===== src/sv/l3d_pkg.sv =====
`timescale 1ns / 1ps

package l3d_pkg;

    // Fixed field widths
    localparam int FIELD_BITS    = 16;
    localparam int DEPTH_BITS    = 5;
    localparam int GRID_BITS     = 6;
    localparam int CFG_IDX_BITS  = 1;
    localparam int CFG_DATA_BITS = 6;

    // Q0.16 fractions and weights, one extra bit to hold exactly one
    localparam int FRAC_BITS = 16;
    localparam int WGT_BITS  = FRAC_BITS + 1;
    localparam logic [WGT_BITS-1:0] ONE_Q16 = 17'h10000;

    // Register indexes
    localparam logic [CFG_IDX_BITS-1:0] REG_BIT_DEPTH = 1'b0;
    localparam logic [CFG_IDX_BITS-1:0] REG_GRID_SIZE = 1'b1;

    // Register reset values
    localparam logic [DEPTH_BITS-1:0] DEPTH_RESET = 5'd10;
    localparam logic [GRID_BITS-1:0]  GRID_RESET  = 6'd33;

    // Request kinds
    localparam logic REQ_WRITE = 1'b0;
    localparam logic REQ_PIXEL = 1'b1;

    typedef logic [WGT_BITS-1:0] frac_t;

    typedef struct packed {
        frac_t w0;
        frac_t w1;
        frac_t w2;
        frac_t w3;
    } weight_t;

    // Tetrahedron, named by descending fraction order
    typedef enum logic [2:0] {
        TET_XYZ,
        TET_XZY,
        TET_ZXY,
        TET_ZYX,
        TET_YZX,
        TET_YXZ
    } tet_t;

endpackage


===== src/sv/l3d_blend.sv =====
`timescale 1ns / 1ps

// One channel of the corner blend: products, then sum, shift and clamp
module l3d_blend #(
    parameter int CB = 16
) (
    input  logic              clk,
    input  logic              en_mul,
    input  logic              en_sum,
    input  l3d_pkg::weight_t  wts,
    input  logic [CB-1:0]     e0,
    input  logic [CB-1:0]     e1,
    input  logic [CB-1:0]     e2,
    input  logic [CB-1:0]     e3,
    input  logic [CB-1:0]     maxv,
    output logic [CB-1:0]     res
);

    localparam int PW = CB + l3d_pkg::WGT_BITS;
    localparam int SW = PW + 2;
    localparam int HW = SW - l3d_pkg::FRAC_BITS;

    logic [PW-1:0] prod_reg [4];
    logic [SW-1:0] sum;
    logic [HW-1:0] sum_hi;
    logic [CB-1:0] res_next;
    logic [CB-1:0] res_reg;

    // Weight times corner value
    always_ff @(posedge clk)
    begin
        if (en_mul)
        begin
            prod_reg[0] <= PW'(wts.w0) * PW'(e0);
            prod_reg[1] <= PW'(wts.w1) * PW'(e1);
            prod_reg[2] <= PW'(wts.w2) * PW'(e2);
            prod_reg[3] <= PW'(wts.w3) * PW'(e3);
        end
    end

    // Sum, drop the fraction, saturate to the code range
    always_comb
    begin
        sum = SW'(prod_reg[0]) + SW'(prod_reg[1]) + SW'(prod_reg[2]) + SW'(prod_reg[3]);
        sum_hi = sum[SW-1:l3d_pkg::FRAC_BITS];
        if (sum_hi > HW'(maxv))
        begin
            res_next = maxv;
        end
        else
        begin
            res_next = CB'(sum_hi);
        end
    end

    always_ff @(posedge clk)
    begin
        if (en_sum)
        begin
            res_reg <= res_next;
        end
    end

    assign res = res_reg;

endmodule


===== config.mk =====
export PLATFORM = sky130hd
export DESIGN_NAME = l3d_blend
export DESIGN_NICKNAME = d
export VERILOG_FILES = /design/src/sv/l3d_pkg.sv /design/src/sv/l3d_blend.sv
export SDC_FILE = /design/constraint.sdc
export NUM_CORES = 2
export LEC_CHECK = 0
export ABC_AREA = 1
export ABC_CLOCK_PERIOD_IN_PS = 6000
export BUFFER_PORTS_ARGS = -buffer_cell sky130_fd_sc_hd__buf_2
export CAP_MARGIN = 40
export CORE_UTILIZATION = 45
export DETAILED_ROUTE_END_ITERATION = 8
export MAX_ROUTING_LAYER = met4
export PLACE_DENSITY_LB_ADDON = 0.25
export SLEW_MARGIN = 20
export SYNTH_ARGS = -nofsm -noshare
export SYNTH_HDL_FRONTEND = slang
export SYNTH_SLANG_ARGS = --single-unit

===== constraint.sdc =====
create_clock -name clk -period 6 [get_ports clk]
set_input_delay 0.6 -clock clk [delete_from_list [all_inputs] [get_ports clk]]
set_output_delay 0.6 -clock clk [all_outputs]
set_load 0.01 [all_outputs]

After elaboration in Yosys (flattened, before gate mapping)
Memory sizes are Yosys's and may differ from the RTL's.
Cells that the tools add are included.
{"block": "totals", "reg_bits": 16, "ramBits": 132, "in_bits": 151, "out_inout_bits": 16, "elab_cells": 13, "mem_count": 1}
{"name": "prod_reg", "depth": 4, "width": 33, "read_ports": 4, "rd_clocked_by_memory_dff": 0, "wr": 4, "line": "l3d_blend.sv:23", "text": "logic [PW-1:0] prod_reg [4];"}
{"block": "classes", "add_sub_neg": 3, "n_mul": 4, "n_lt_le_gt_ge": 1, "n_mux": 3}
{"operator": "multiplier 17 x 16 -> 33 bit", "n": 4}
{"operator": "adder 34 x 33 -> 35 bit", "n": 1}
{"operator": "adder 35 x 33 -> 35 bit", "n": 1}
{"operator": "adder 33 x 33 -> 34 bit", "n": 1}
{"operator": "greater-than comparator 19 x 16 -> 1 bit", "n": 1}
{"operator": "two-way mux 16 bit", "n": 1}
{"operator": "two-way mux 1 bit", "n": 2}

Depth between registers and ports, before layout
{"block": "logic_depth", "depth_word": 5, "mapped_depth": 35, "depth_no_buf": 34}

Worst setup path before layout
No wires, ideal clock.
{"block": "synth_path", "path_kind": "input to register", "start": "in e1[7]", "end": "mem prod_reg[1][27] in the netlist's numbering (data pin)", "setup_ns": 0.259, "arrival_ns": 5.697, "required_ns": 5.741, "slack_ns": 0.044, "cell_stages": 24, "n_path_buf": 2, "cell_sequence": "clkbuf_1 clkbuf_1 nand2_1 fa_1 inv_1 fa_1 inv_1 fa_1 inv_1 fa_1 fa_1 inv_1 fa_1 inv_1 ha_1 a21oi_1 o21ai_0 a21oi_1 nand3_1 nand2_1 nand2_1 nand2_1 nand2_1 xor2_1"}
{"element": "start, declared", "line": "l3d_blend.sv:12", "text": "input logic [CB-1:0] e1,"}
{"element": "end, declared", "line": "l3d_blend.sv:23"}

==> results.sh <==
export IMPL_status="finished clean"
export IMPL_cts_hold_buf=0
export IMPL_worst_hold_path_type="in2reg"
export IMPL_ys_ff_latch=148
export IMPL_grt_pass1_vias=37800
export IMPL_ys_types=46
export IMPL_final_cells=7426
export IMPL_portBuffers=166
export IMPL_fmax_ghz=0.174
export IMPL_cp_common_cell="fa_1"
export IMPL_rsz0062_at_grt="false"
export IMPL_end_kind="flop"
export IMPL_track_usage_pct=24.4
export IMPL_syn_avg_cell_area_sq_um=7.91
export IMPL_layout_min_cycle_time_ns=5.73
export IMPL_drv_cap=0
export IMPL_yosysTopAreaCell="fa_1"
export IMPL_worstSetupStartpoint="wts[58]"
export IMPL_required_ns=6.23
export IMPL_placed_cells=7394
export IMPL_cts_made_buffers=17
export IMPL_syn_nets=7347
export IMPL_vias_per_cell=4.82
export IMPL_cts_reportedPaths_clkPinSlew_ns=0.06
export IMPL_syn_area_sq_mm=0.0461
export IMPL_synth_mux_area_share_pct=0
export IMPL_fin_ws_ns=0.268
export IMPL_cts_sinks=148
export IMPL_worstMarginPinSlew_ns=0.788
export IMPL_drc=0
export IMPL_antenna_found_initial=1
export IMPL_finalWirelength_mm=117
export IMPL_vias=35800
export IMPL_drtIter0Drc=2035
export IMPL_regToRegStartpoint="prod_reg[2][11]"
export IMPL_crit_arrival_ns=5.96
export IMPL_final_layout_size_suffix_gt1_share_pct=8.59
export IMPL_dieArea_sq_mm=0.104
export IMPL_fillers=10000
export IMPL_cpMaxStageDelayCell="fa_1"
export IMPL_synthXorXnorAreaFrac_pct=2.22
export IMPL_synthAdderAreaFrac_pct=51.6
export IMPL_gp_congestion=0.927
export IMPL_cts_tree="built"
export IMPL_crit_path_max_incr_delay_ns=0.54
export IMPL_crit_buf_inv=7
export IMPL_ys_warn_count=0
export IMPL_yosysMostFrequentCell="inv_1"
export IMPL_final_max_slew_viol_count=0
export IMPL_skew_ns=0.0111
export IMPL_synth_compound_area_share_pct=4.31
export IMPL_grt_overflow_total=0
export IMPL_seq_area_frac_synth_pct=9.63
export IMPL_post_cts_buffers=0
export IMPL_largest_reg_flops=132
export IMPL_grt_pass1_wl_mm=196
export IMPL_insertion_delay_ns=0.45
export IMPL_die_height_um=322
export IMPL_clockBufferDepth=2
export IMPL_h_tree_depth=4
export IMPL_yosysTopAreaCellShare_pct=38.9
export IMPL_hold_viol=0
export IMPL_place_area_sq_mm=0.0500
export IMPL_final_cell_area_sq_mm=0.0506
export IMPL_critical_path_max_fanout=10
export IMPL_ys_flop_type="edfxtp_1"
export IMPL_dp_worst_setup_slack_ns=-0.220
export IMPL_hp_start="maxv[6]"
export IMPL_slew_headroom_pct=47.5
export IMPL_start_kind="input pin"
export IMPL_top_level_ports=167
export IMPL_ant_nets=0
export IMPL_synthCells=5831
export IMPL_async_flop_share_pct=0
export IMPL_initial_core_util_pct=45.3
export IMPL_path_cells="buf_2, nand2_1, fa_1, inv_1, fa_1, inv_1, fa_1, inv_1, fa_1, fa_1, inv_1, fa_1, inv_1, ha_1, nand2_1, buf_4, nor4_1, nand4_1, nand3_1, a21oi_1, xnor2_1"
export IMPL_post_route_period_util_pct=95.5
export IMPL_post_drt_wl_per_cell_um=15.7
export IMPL_grt_max_degree=55
export IMPL_syn2layout_area_growth_pct=9.67
export IMPL_core_sq_mm=0.102
export IMPL_rows=117
export IMPL_synth_edf_count=148
export IMPL_synth_top_family_by_area="adder cells"
export IMPL_holdWs_ns=0.442
export IMPL_ctsResizeCount=0
export IMPL_synth_simple_area_share_pct=16.1
export IMPL_firstDrtPassIters=5
export IMPL_path_class="in2reg"
export IMPL_netlist_top_cells_area="fa_1 (39%), inv_1 (14%), ha_1 (13%)"
export IMPL_setup_violations=0
export IMPL_dp_hpwl_mm=104
export IMPL_cts_root_buf="clkbuf_16"
export IMPL_die_x_um=322
export IMPL_synth_common_cells="inv_1 (1709), nand2_1 (1544), fa_1 (897)"
export IMPL_fin_nets=7561
export IMPL_critPathTopFamily="adder cells"
[metrics by stage]
stage | utilization (%) | TNS (ns)
after detailed placement | 49.2 | -0.926
after global placement | 49.1 | -0.814
final | 49.7 | 0
after global routing | 49.7 | 0
after CTS | 49.7 | 0
after floorplan | - | 0
[logic make-up (layout without fill, tap and decap cells)]
logic type      after synthesis  in the layout
flops                       148            148
xor+xnor                    117            117
buf+inv                    1977           2203
fa+ha+maj                  1365           1365
simple gates               1883           1883
compound gates              341            341
other cells                   0              1
[per-layer routing]
layer | wire (um) | share of wire, % | vias up | GRT usage [%]
met5 | 0 | 0 | - | -
met4 | 1900 | 1.6 | 0 | 4.42
met3 | 5010 | 4.3 | 108 | 2.29
met2 | 56300 | 48 | 753 | 40.2
met1 | 53500 | 46 | 17700 | 33.2
li1 | - | - | 17200 | -
[worst min-delay path, stage by stage]
cell	delay, ns
buf_2	0.09
nand2_1	0.05
nand2_1	0.04
[layout make-up]
cell class              instances  area [sq um]  area share, %
multi-input cells            3706         34300           67.7
inverters                    1710          6420           12.7
flip-flops and latches        148          4440           8.78
repair buffers                462          3200           6.33
well taps                    1368          1710           3.38
clock buffers                  18           429          0.848
clock inverters                13           135          0.267
diodes                          1          2.50        0.00495
[layout by cell type (no fill, tap or decap), types with 7 or more instances in the layout]
cell | Yosys | routed
a31oi_1 | 13 | 13
a21oi_1 | 157 | 157
fa_1 | 897 | 897
inv_1 | 1709 | 1709
nand3b_1 | 7 | 7
nor3_1 | 20 | 20
nand3_1 | 98 | 98
xor2_1 | 78 | 78
nand2_1 | 1544 | 1544
edfxtp_1 | 148 | 148
nor2_1 | 154 | 154
buf_4 | 2 | 286
xnor2_1 | 39 | 39
nand2_2 | 8 | 8
a21o_1 | 36 | 36
o21ai_0 | 72 | 72
buf_12 | 0 | 10
ha_1 | 468 | 468
clkbuf_16 | 0 | 17
o21bai_1 | 16 | 16
buf_2 | 0 | 165
nand4_1 | 30 | 30
[final timing paths]
| kind | end | slack, ns | depth (start not counted) |
|---|---|---|---|
| hold reg to reg | res[9] | 1.15 | 7 |
| setup reg to reg | res[0] | 0.84 | 29 |
| hold / removal | res[6] | 0.44 | 3 |
| setup / recovery | prod_reg[0][25] | 0.27 | 21 |
Power is left out: the tool's default activity adds up to more than one toggle a clock period on the data nets, which glitch-free logic cannot reach.
