===== src/sv/l3d_pkg.sv =====
`timescale 1ns / 1ps

package l3d_pkg;

    // Fixed field widths
    localparam int FIELD_BITS    = 16;
    localparam int DEPTH_BITS    = 5;
    localparam int GRID_BITS     = 6;
    localparam int CFG_IDX_BITS  = 1;
    localparam int CFG_DATA_BITS = 6;

    // Q0.16 fractions and weights, one extra bit to hold exactly one
    localparam int FRAC_BITS = 16;
    localparam int WGT_BITS  = FRAC_BITS + 1;
    localparam logic [WGT_BITS-1:0] ONE_Q16 = 17'h10000;

    // Register indexes
    localparam logic [CFG_IDX_BITS-1:0] REG_BIT_DEPTH = 1'b0;
    localparam logic [CFG_IDX_BITS-1:0] REG_GRID_SIZE = 1'b1;

    // Register reset values
    localparam logic [DEPTH_BITS-1:0] DEPTH_RESET = 5'd10;
    localparam logic [GRID_BITS-1:0]  GRID_RESET  = 6'd33;

    // Request kinds
    localparam logic REQ_WRITE = 1'b0;
    localparam logic REQ_PIXEL = 1'b1;

    typedef logic [WGT_BITS-1:0] frac_t;

    typedef struct packed {
        frac_t w0;
        frac_t w1;
        frac_t w2;
        frac_t w3;
    } weight_t;

    // Tetrahedron, named by descending fraction order
    typedef enum logic [2:0] {
        TET_XYZ,
        TET_XZY,
        TET_ZXY,
        TET_ZYX,
        TET_YZX,
        TET_YXZ
    } tet_t;

endpackage


===== src/sv/l3d_div.sv =====
`timescale 1ns / 1ps

// Pipelined restoring divider: (num << 16) / maxv, one quotient bit per stage.
// Quotient high bits are the cell index, low 16 bits the fraction.
module l3d_div #(
    parameter int CB = 16,
    parameter int IW = 6
) (
    input  logic                                 clk,
    input  logic [IW+l3d_pkg::FRAC_BITS-1:0]     en,
    input  logic [CB+IW-1:0]                     num,
    input  logic [CB-1:0]                        maxv,
    output logic [IW+l3d_pkg::FRAC_BITS-1:0]     quo
);

    localparam int QW = IW + l3d_pkg::FRAC_BITS;
    localparam int NW = CB + IW;

    logic [CB-1:0] rem_reg [QW];
    logic [NW-1:0] num_reg [QW];
    logic [QW-1:0] quo_reg [QW];

    for (genvar j = 0; j < QW; j++)
    begin : g_stage
        localparam int POS = QW - 1 - j;

        logic [CB-1:0] rem_in;
        logic [NW-1:0] num_in;
        logic [QW-1:0] quo_in;
        logic          bit_in;
        logic [CB:0]   trial;
        logic          ge;
        logic [CB-1:0] rem_next;
        logic [QW-1:0] quo_next;

        if (j == 0)
        begin : g_first
            // numerator >> QW is below the divisor, so it seeds the remainder
            assign rem_in = num[NW-1:IW];
            assign num_in = num;
            assign quo_in = '0;
        end
        else
        begin : g_next
            assign rem_in = rem_reg[j-1];
            assign num_in = num_reg[j-1];
            assign quo_in = quo_reg[j-1];
        end

        // Numerator bit brought down at this step; the low 16 are zero
        if (POS >= l3d_pkg::FRAC_BITS)
        begin : g_bit
            assign bit_in = num_in[POS-l3d_pkg::FRAC_BITS];
        end
        else
        begin : g_zero
            assign bit_in = 1'b0;
        end

        // Compare and subtract
        always_comb
        begin
            trial = {rem_in, bit_in};
            ge    = (trial >= {1'b0, maxv});
            if (ge)
            begin
                rem_next = CB'(trial - {1'b0, maxv});
            end
            else
            begin
                rem_next = CB'(trial);
            end
            quo_next      = quo_in;
            quo_next[POS] = ge;
        end

        always_ff @(posedge clk)
        begin
            if (en[j])
            begin
                quo_reg[j] <= quo_next;
            end
        end

        if (j < QW - 1)
        begin : g_carry
            always_ff @(posedge clk)
            begin
                if (en[j])
                begin
                    rem_reg[j] <= rem_next;
                    num_reg[j] <= num_in;
                end
            end
        end
    end

    assign quo = quo_reg[QW-1];

endmodule


===== config.mk =====
export PLATFORM = sky130hd
export DESIGN_NAME = l3d_div
export DESIGN_NICKNAME = d
export VERILOG_FILES = /design/src/sv/l3d_pkg.sv /design/src/sv/l3d_div.sv
export SDC_FILE = /design/constraint.sdc
export NUM_CORES = 1
export LEC_CHECK = 0
export BUFFER_PORTS_ARGS = -buffer_cell sky130_fd_sc_hd__buf_4
export CAP_MARGIN = 20
export CORE_MARGIN = 5
export CORE_UTILIZATION = 40
export DETAILED_ROUTE_END_ITERATION = 16
export GPL_ROUTABILITY_DRIVEN = 0
export PLACE_DENSITY = 0.55
export RECOVER_POWER = 100
export SLEW_MARGIN = 20
export SYNTH_ARGS = -nofsm -noshare
export SYNTH_HDL_FRONTEND = slang
export SYNTH_SLANG_ARGS = --single-unit

===== constraint.sdc =====
create_clock -name clk -period 4.75 [get_ports clk]
set_clock_uncertainty 0.05 [all_clocks]
set_input_delay 0.95 -clock clk [delete_from_list [all_inputs] [get_ports clk]]
set_output_delay 0.95 -clock clk [all_outputs]
set_load 0.01 [all_outputs]

# Yosys cells after proc, flatten, opt, wreduce, memory -nomap -nowiden
# Memories as Yosys holds them, arrays and structs flattened.
# Cells that the tools add are included.
# classes
order_cmp,22
addsub,21
n_mux,65
# ops
cell,n
$ge A17 B16 Y1,22
$mux W16,21
$sub A16 B16 Y16,21
$mux W1,44
# word_totals
input_bits,61
register_bits,0
out_inout_bits,22
ram_bits,1320
n_memories,3
elab_cells,111
# memory_table
name,words,width,read_ports,rd_ports_with_merged_regs,write_ports,line,text
num_reg,22,22,20,0,21,l3d_div.sv:20,logic [NW-1:0] num_reg [QW];
quo_reg,22,22,22,0,22,l3d_div.sv:21,logic [QW-1:0] quo_reg [QW];
rem_reg,22,16,21,0,21,l3d_div.sv:19,logic [CB-1:0] rem_reg [QW];

# Longest topological paths before layout
# Gate-level depths: netlist of the first run.
# An unclocked memory read counts as a cell.
# depth
ltp_word,3
ltp_mapped,12
depth_no_buf,11

# Worst setup path after synthesis of the first run
# Ideal clock, no wire load.
# synth_timing
kind,in2reg
startpoint,in maxv[2]
endpoint,"mem rem_reg[0][14], data pin"
setup_slack_ns,0.823
setup_time_ns,0.260
n_path_buf,0
arrival_ns,3.617
required_time_ns,4.440
stages,10
cell_sequence,inv_1 ha_1 nor2b_1 o31a_1 or4_1 a221o_1 a31oi_1 o21ai_1 xor2_1 mux2_2
# synth_lines
element,line,text
"start, declared",l3d_div.sv:12,"input logic [CB-1:0] maxv,"
"end, declared",l3d_div.sv:19,

==> results_dict.tcl, run 1 <==
set metrics [dict create \
    post-synth-top-count-cell "edfxtp_1" \
    p_int_mw 19.1 \
    setup_ws_ns 0.631 \
    fin_cells 4828 \
    syn_area_mm2 0.0381 \
    preCtsSetupSlack_ns 0.358 \
    groute.usage.overall 0.175 \
    violations "max-capacitance violations, max-slew violations" \
    fillCellCount 8718 \
    critPathMaxFanout 13 \
    cp.arrival_ns 4.44 \
    via_count 26200 \
    drt_iter0_drc 1608 \
    pwr-share-comb 0.496 \
    yosysWarnings 0 \
    slew_headroom -0.441 \
    largest_register_ff_count 336 \
    synth-edff-count 604 \
    yosysUniqueCellTypes 84 \
    drv_slew 383 \
    cts_resized 0 \
    switching_share 0.375 \
    clock_power_share 0.186 \
    path_class "primary input to flop" \
    seq_area_frac_synth 0.476 \
    die_height_um 319 \
    cts_buffers 73 \
    syn_to_final_growth_pct 12.1 \
    cts_root_buffer "clkbuf_16" \
    async_flop_share 0 \
    syn_area_per_cell_um2 11.4 \
    hold_ws_ns 0.359 \
    synth.largest_area_cell "edfxtp_1" \
    power.leakage_nw 16.5 \
    synth_cells 3337 \
    postCtsSetupBuffers 0 \
    avgViaCountPerCell 5.44 \
    synth_top_area_frac 0.476 \
    clockBufferDepth 3 \
    cts_tree "yes" \
    fin_nets 3938 \
    cp-end-kind "flop" \
    final.period_utilization 0.867 \
    p_total_mw 30.6 \
    grt-ovfl-total 0 \
    diodes 0 \
    pwr_density_cell_mw_per_mm2 715 \
    power_frac_seq 0.318 \
    clk_pin_slew_ns 0.06 \
    min_path_type "flop to flop" \
    utilization 0.451 \
    io_pins 83 \
    fmax_ghz 0.243 \
    h-tree-depth 3 \
    grt_start_max_net_pins 38 \
    tightest_slew_ns 2.16 \
    drc 0 \
    dp.cells 4695 \
    ant_nets 0 \
    clk_latency_ns 0.64 \
    timing.reg2reg.setup_slack_ns 1.02 \
    placementRows 113 \
    portBuffers 82 \
    dpl.hpwl_um 67800 \
    grt_first_pass_wirelength_um 143000 \
    chipWidth_um 319 \
    syn-num-nets 3770 \
    antenna_found_initial 1 \
    final.setup.tns_ns 0 \
    drt_wl_total_um 91400 \
    grt_setup_unrepaired "false" \
    synth_area_leaders "edfxtp_1 (48%), ha_1 (12%), mux2_2 (5.4%)" \
    drive_above_1_share 0.117 \
    yosys-top-cells-count "edfxtp_1 (604), ha_1 (351), nor2_1 (244), a21oi_1 (235), nand2_1 (196)" \
    placed_area_mm2 0.0406 \
    switchingPower_mw 11.4 \
    setup_viol 0 \
    required_ns 5.07 \
    first_global_vias 25500 \
    synth_ff_type "edfxtp_1" \
    hold_violations 0 \
    regArea_mm2 0.0181 \
    start_kind "primary input" \
    cts_hold_buffers 0 \
    period_needed_ns 4.12 \
    clock-sinks 604 \
    ys_ff_latch 604 \
    maxCapViolCount 12 \
    peakVddDrop_mv 0.287 \
    final_area_mm2 0.0427 \
    wl_per_cell_um 18.9 \
    core_area_mm2 0.0949 \
    outcome "finished with violations" \
    die_area_mm2 0.102 \
    start_util 0.402 \
    first_pass_iters 5 \
    multi_input_area_mm2 0.0191 \
]
power by group through the flow:
| stage | registers, mW | logic (mW) | clock network [mW] |
|---|---|---|---|
| floorplan | 9.28 | 12.4 | 0 |
| global placement | 9.86 | 15.2 | 0 |
| detailed placement | 9.83 | 15.3 | 0 |
| CTS | 9.74 | 15.5 | 5.86 |
| global route | 9.90 | 17.0 | 6.08 |
| finish | 9.72 | 15.2 | 5.67 |
area by class of cell:
class	count	share of cell area
Multi-Input combinational cell	2542	0.447
Sequential cell	604	0.424
Clock buffer	87	0.0440
Tap cell	1265	0.0370
Timing Repair Buffer	149	0.0227
Clock inverter	46	0.0135
Inverter	135	0.0119
critical path: stages:
cell and delay, ns:
clkbuf_4 0.11, inv_1 0.24, clkbuf_1 0.86, ha_1 0.43
a21o_1 0.21, a21oi_1 0.31, o21ai_0 0.22, or4_1 0.44
o21ai_2 0.30, buf_4 0.25, o21ai_0 0.10
cell usage in the layout (no fill, tap or decap), types with 11 or more instances in the layout:
master	instances
a2111oi_0	11
a211o_1	17
a211oi_1	36
a21boi_0	23
a21o_1	94
a21oi_1	238
a31oi_1	38
and2_1	14
and3_1	27
buf_4	80
clkbuf_1	69
clkbuf_16	73
clkinv_1	20
edfxtp_1	604
fa_1	21
ha_1	351
inv_1	124
mux2_1	24
mux2_2	175
mux2i_1	29
nand2_1	196
nand2b_1	40
nand3_1	72
nand4_1	38
nor2_1	244
nor2b_1	68
nor3_1	64
nor4_1	20
o211ai_1	18
o21a_1	47
o21ai_0	174
o21bai_1	23
o31a_1	12
o31ai_1	37
or2_2	13
or3_1	15
xnor2_1	138
xor2_1	79
final timing paths:
kind                                     start        endpoint  cells past startpoint
worst max-delay path                   maxv[6]  rem_reg[2][71]                     11
worst min-delay path            quo_reg[1][63]  quo_reg[1][85]                      0
worst max register to register  rem_reg[0][32]  rem_reg[0][52]                     10
worst min register to register  quo_reg[1][63]  quo_reg[1][85]                      0
metal layers:
layer  up-vias  global-route usage  share of wire
met5         -                   0              0
met4         0              0.0416          0.018
met3       110              0.0230          0.036
met2       407               0.291           0.47
met1     12600               0.245           0.48
li1      13100                   -              -
cells by family (layout without fill, tap and decap cells):
family / count (synthesis) / after routing / share of synthesized area
multiplexers: 228 / 228 / 0.0678
flip-flops: 604 / 604 / 0.476
AO/OA/AOI/OAI: 874 / 874 / 0.151
AND/OR/NAND/NOR: 851 / 851 / 0.108
adder cells (fa/ha/maj): 372 / 372 / 0.126
buffers and inverters: 191 / 417 / 0.0212
XOR/XNOR: 217 / 217 / 0.0498
No activity file was read; power rests on OpenSTA's default activity.
==> run 2, diff against run 1 <==
--- a/config.mk
+++ b/config.mk
@@ -11,7 +11,7 @@
 export CORE_UTILIZATION = 40
 export DETAILED_ROUTE_END_ITERATION = 16
 export GPL_ROUTABILITY_DRIVEN = 0
-export PLACE_DENSITY = 0.55
+export PLACE_DENSITY = 0.51
 export RECOVER_POWER = 100
 export SLEW_MARGIN = 20
 export SYNTH_ARGS = -nofsm -noshare
==> constraint.sdc (replaced) <==
create_clock -name clk -period 4.75 [get_ports clk]
set_clock_uncertainty 0.05 [all_clocks]
set_input_delay 0.95 -clock clk [delete_from_list [all_inputs] [get_ports clk]]
set_output_delay 0.95 -clock clk [all_outputs]
set_load 0.05 [all_outputs]
==> run 2 against run 1 <==
The flow still finishes with violations (max-capacitance violations, max-slew violations); die area is the same; worst setup slack got worse by 0.22 ns; clock power fell by 2%; power is 0.82% higher; critical path type unchanged.
==> results_dict.tcl, run 2 (synthesis results as in run 1) <==
set metrics [dict create \
    avgViaCountPerCell 5.58 \
    fillCellCount 8635 \
    crit_path_end "rem_reg[1][111]" \
    fmax_ghz 0.230 \
    most-common-layout-cells "edfxtp_1 (604), ha_1 (351), nor2_1 (244)" \
    portBuffers 82 \
    drc 0 \
    cts_tree "yes" \
    io_pins 83 \
    die_area_mm2 0.102 \
    dpl.hpwl_um 72700 \
    cts_root_buffer "clkbuf_16" \
    clock-sinks 604 \
    r2r_start "rem_reg[1][9]" \
    postCtsSetupBuffers 0 \
    ant_nets 0 \
    tightest_slew_ns 2.24 \
    path_class "primary input to flop" \
    diodes 0 \
    power.leakage_nw 16.6 \
    drt_wl_total_um 97800 \
    hp-start "quo_reg[1][86]" \
    setup_ws_ns 0.407 \
    h-tree-depth 3 \
    first_global_vias 26900 \
    start_util 0.402 \
    drt_iter0_drc 1756 \
    min_path_type "flop to flop" \
    groute.usage.overall 0.187 \
    grt_first_pass_wirelength_um 152000 \
    peakVddDrop_mv 0.382 \
    top_usage_layer "met2" \
    rr_endpoint "rem_reg[1][21]" \
    die_height_um 319 \
    final.setup.tns_ns 0 \
    drv_slew 359 \
    grtUsageMet1 0.254 \
    clockBufferDepth 3 \
    antenna_found_initial 1 \
    clk_pin_slew_ns 0.06 \
    first_pass_iters 6 \
    reg2reg_depth 9 \
    grt_setup_unrepaired "false" \
    setup_viol 0 \
    cp-startpoint "maxv[5]" \
    grt-ovfl-total 0 \
    final.period_utilization 0.914 \
    drive_above_1_share 0.122 \
    pwr_density_cell_mw_per_mm2 720 \
    syn_to_final_growth_pct 12.2 \
    fin_nets 3948 \
    core_area_mm2 0.0949 \
    preCtsSetupSlack_ns 0.253 \
    outcome "finished with violations" \
    grt_use_met3 0.0294 \
    timing.reg2reg.setup_slack_ns 1.22 \
    cts_hold_buffers 0 \
    required_ns 5.06 \
    violations "max-capacitance violations, max-slew violations" \
    cp.arrival_ns 4.65 \
    placementRows 113 \
    wl_per_cell_um 20.2 \
    start_kind "primary input" \
    hold_violations 0 \
    slew_headroom -0.495 \
    cts_resized 0 \
    cts_buffers 74 \
    largest_register_ff_count 336 \
    chipWidth_um 319 \
    final_common_cell "edfxtp_1" \
    critPathMaxFanout 26 \
    cp-end-kind "flop" \
    period_needed_ns 4.34 \
    maxCapViolCount 12 \
    clk_latency_ns 0.61 \
    grt_start_max_net_pins 38 \
    grtUsageMet2 0.311 \
    via_count 27000 \
]
==> run 2: cell types whose count changed in the layout (fill, tap and decap cells not counted), sizes merged <==
| cell | delta |
|---|---|
| buf | +13 |
| clkinv | -8 |
| bufinv | -4 |
| clkbuf | +4 |
| inv | +4 |
==> run 2: cell type report <==
class	count	area [um2]	area share
Inverter	135	507	0.0118
Clock buffer	95	2040	0.0476
Timing Repair Buffer	158	1090	0.0254
Multi-Input combinational cell	2542	19100	0.447
Sequential cell	604	18100	0.424
Tap cell	1265	1580	0.0370
Clock inverter	38	338	0.00789
==> run 2: metrics by stage <==
step	util	hold WS (ns)	instance area [um2]	std cells	total power [mW]
2_1_floorplan	-	0.350	38100	3337	21.7
3_3_place_gp	0.429	0.353	40700	4704	25.1
3_5_place_dp	0.429	0.355	40700	4704	25.4
4_1_cts	0.454	0.367	43100	4837	31.2
5_1_grt	0.451	0.370	42800	4837	33.1
6_report	0.451	0.365	42800	4837	30.8
==> run 2: how the worst min path moves through the flow <==
| stage | slack (ns) | to | cells after the start |
|---|---|---|---|
| 5_1_grt | 0.37 | quo_reg[2][116] | 0 |
| 6_report | 0.36 | quo_reg[1][108] | 0 |
| 4_1_cts | 0.37 | quo_reg[0][150] | 0 |
| 3_5_place_dp | 0.35 | quo_reg[1][100] | 0 |
| 3_3_place_gp | 0.35 | num_reg[0][45] | 0 |
| 2_1_floorplan | 0.35 | num_reg[0][22] | 0 |
==> run 2: worst max-delay path: stages <==
cell	delay [ns]
clkbuf_4	0.10
inv_1	0.42
clkbuf_1	0.82
buf_4	0.29
ha_1	0.25
nand2_1	0.07
a21oi_1	0.25
o21ai_0	0.25
o21bai_1	0.31
a311o_1	0.23
buf_4	0.30
mux2_2	0.37
==> run 2: power by group <==
part / switching [mW] / internal (mW) / total, mW
Clock: 2.25 / 3.30 / 5.56
Sequential: 1.10 / 8.70 / 9.79
Combinational: 8.34 / 7.11 / 15.5
==> run 2: per-layer routing <==
metal,vias up,wire (um),share of wire
met3,155,4500,0.046
met5,-,0,0
met4,0,2470,0.025
li1,13100,-,-
met1,13000,45100,0.46
met2,637,45800,0.47
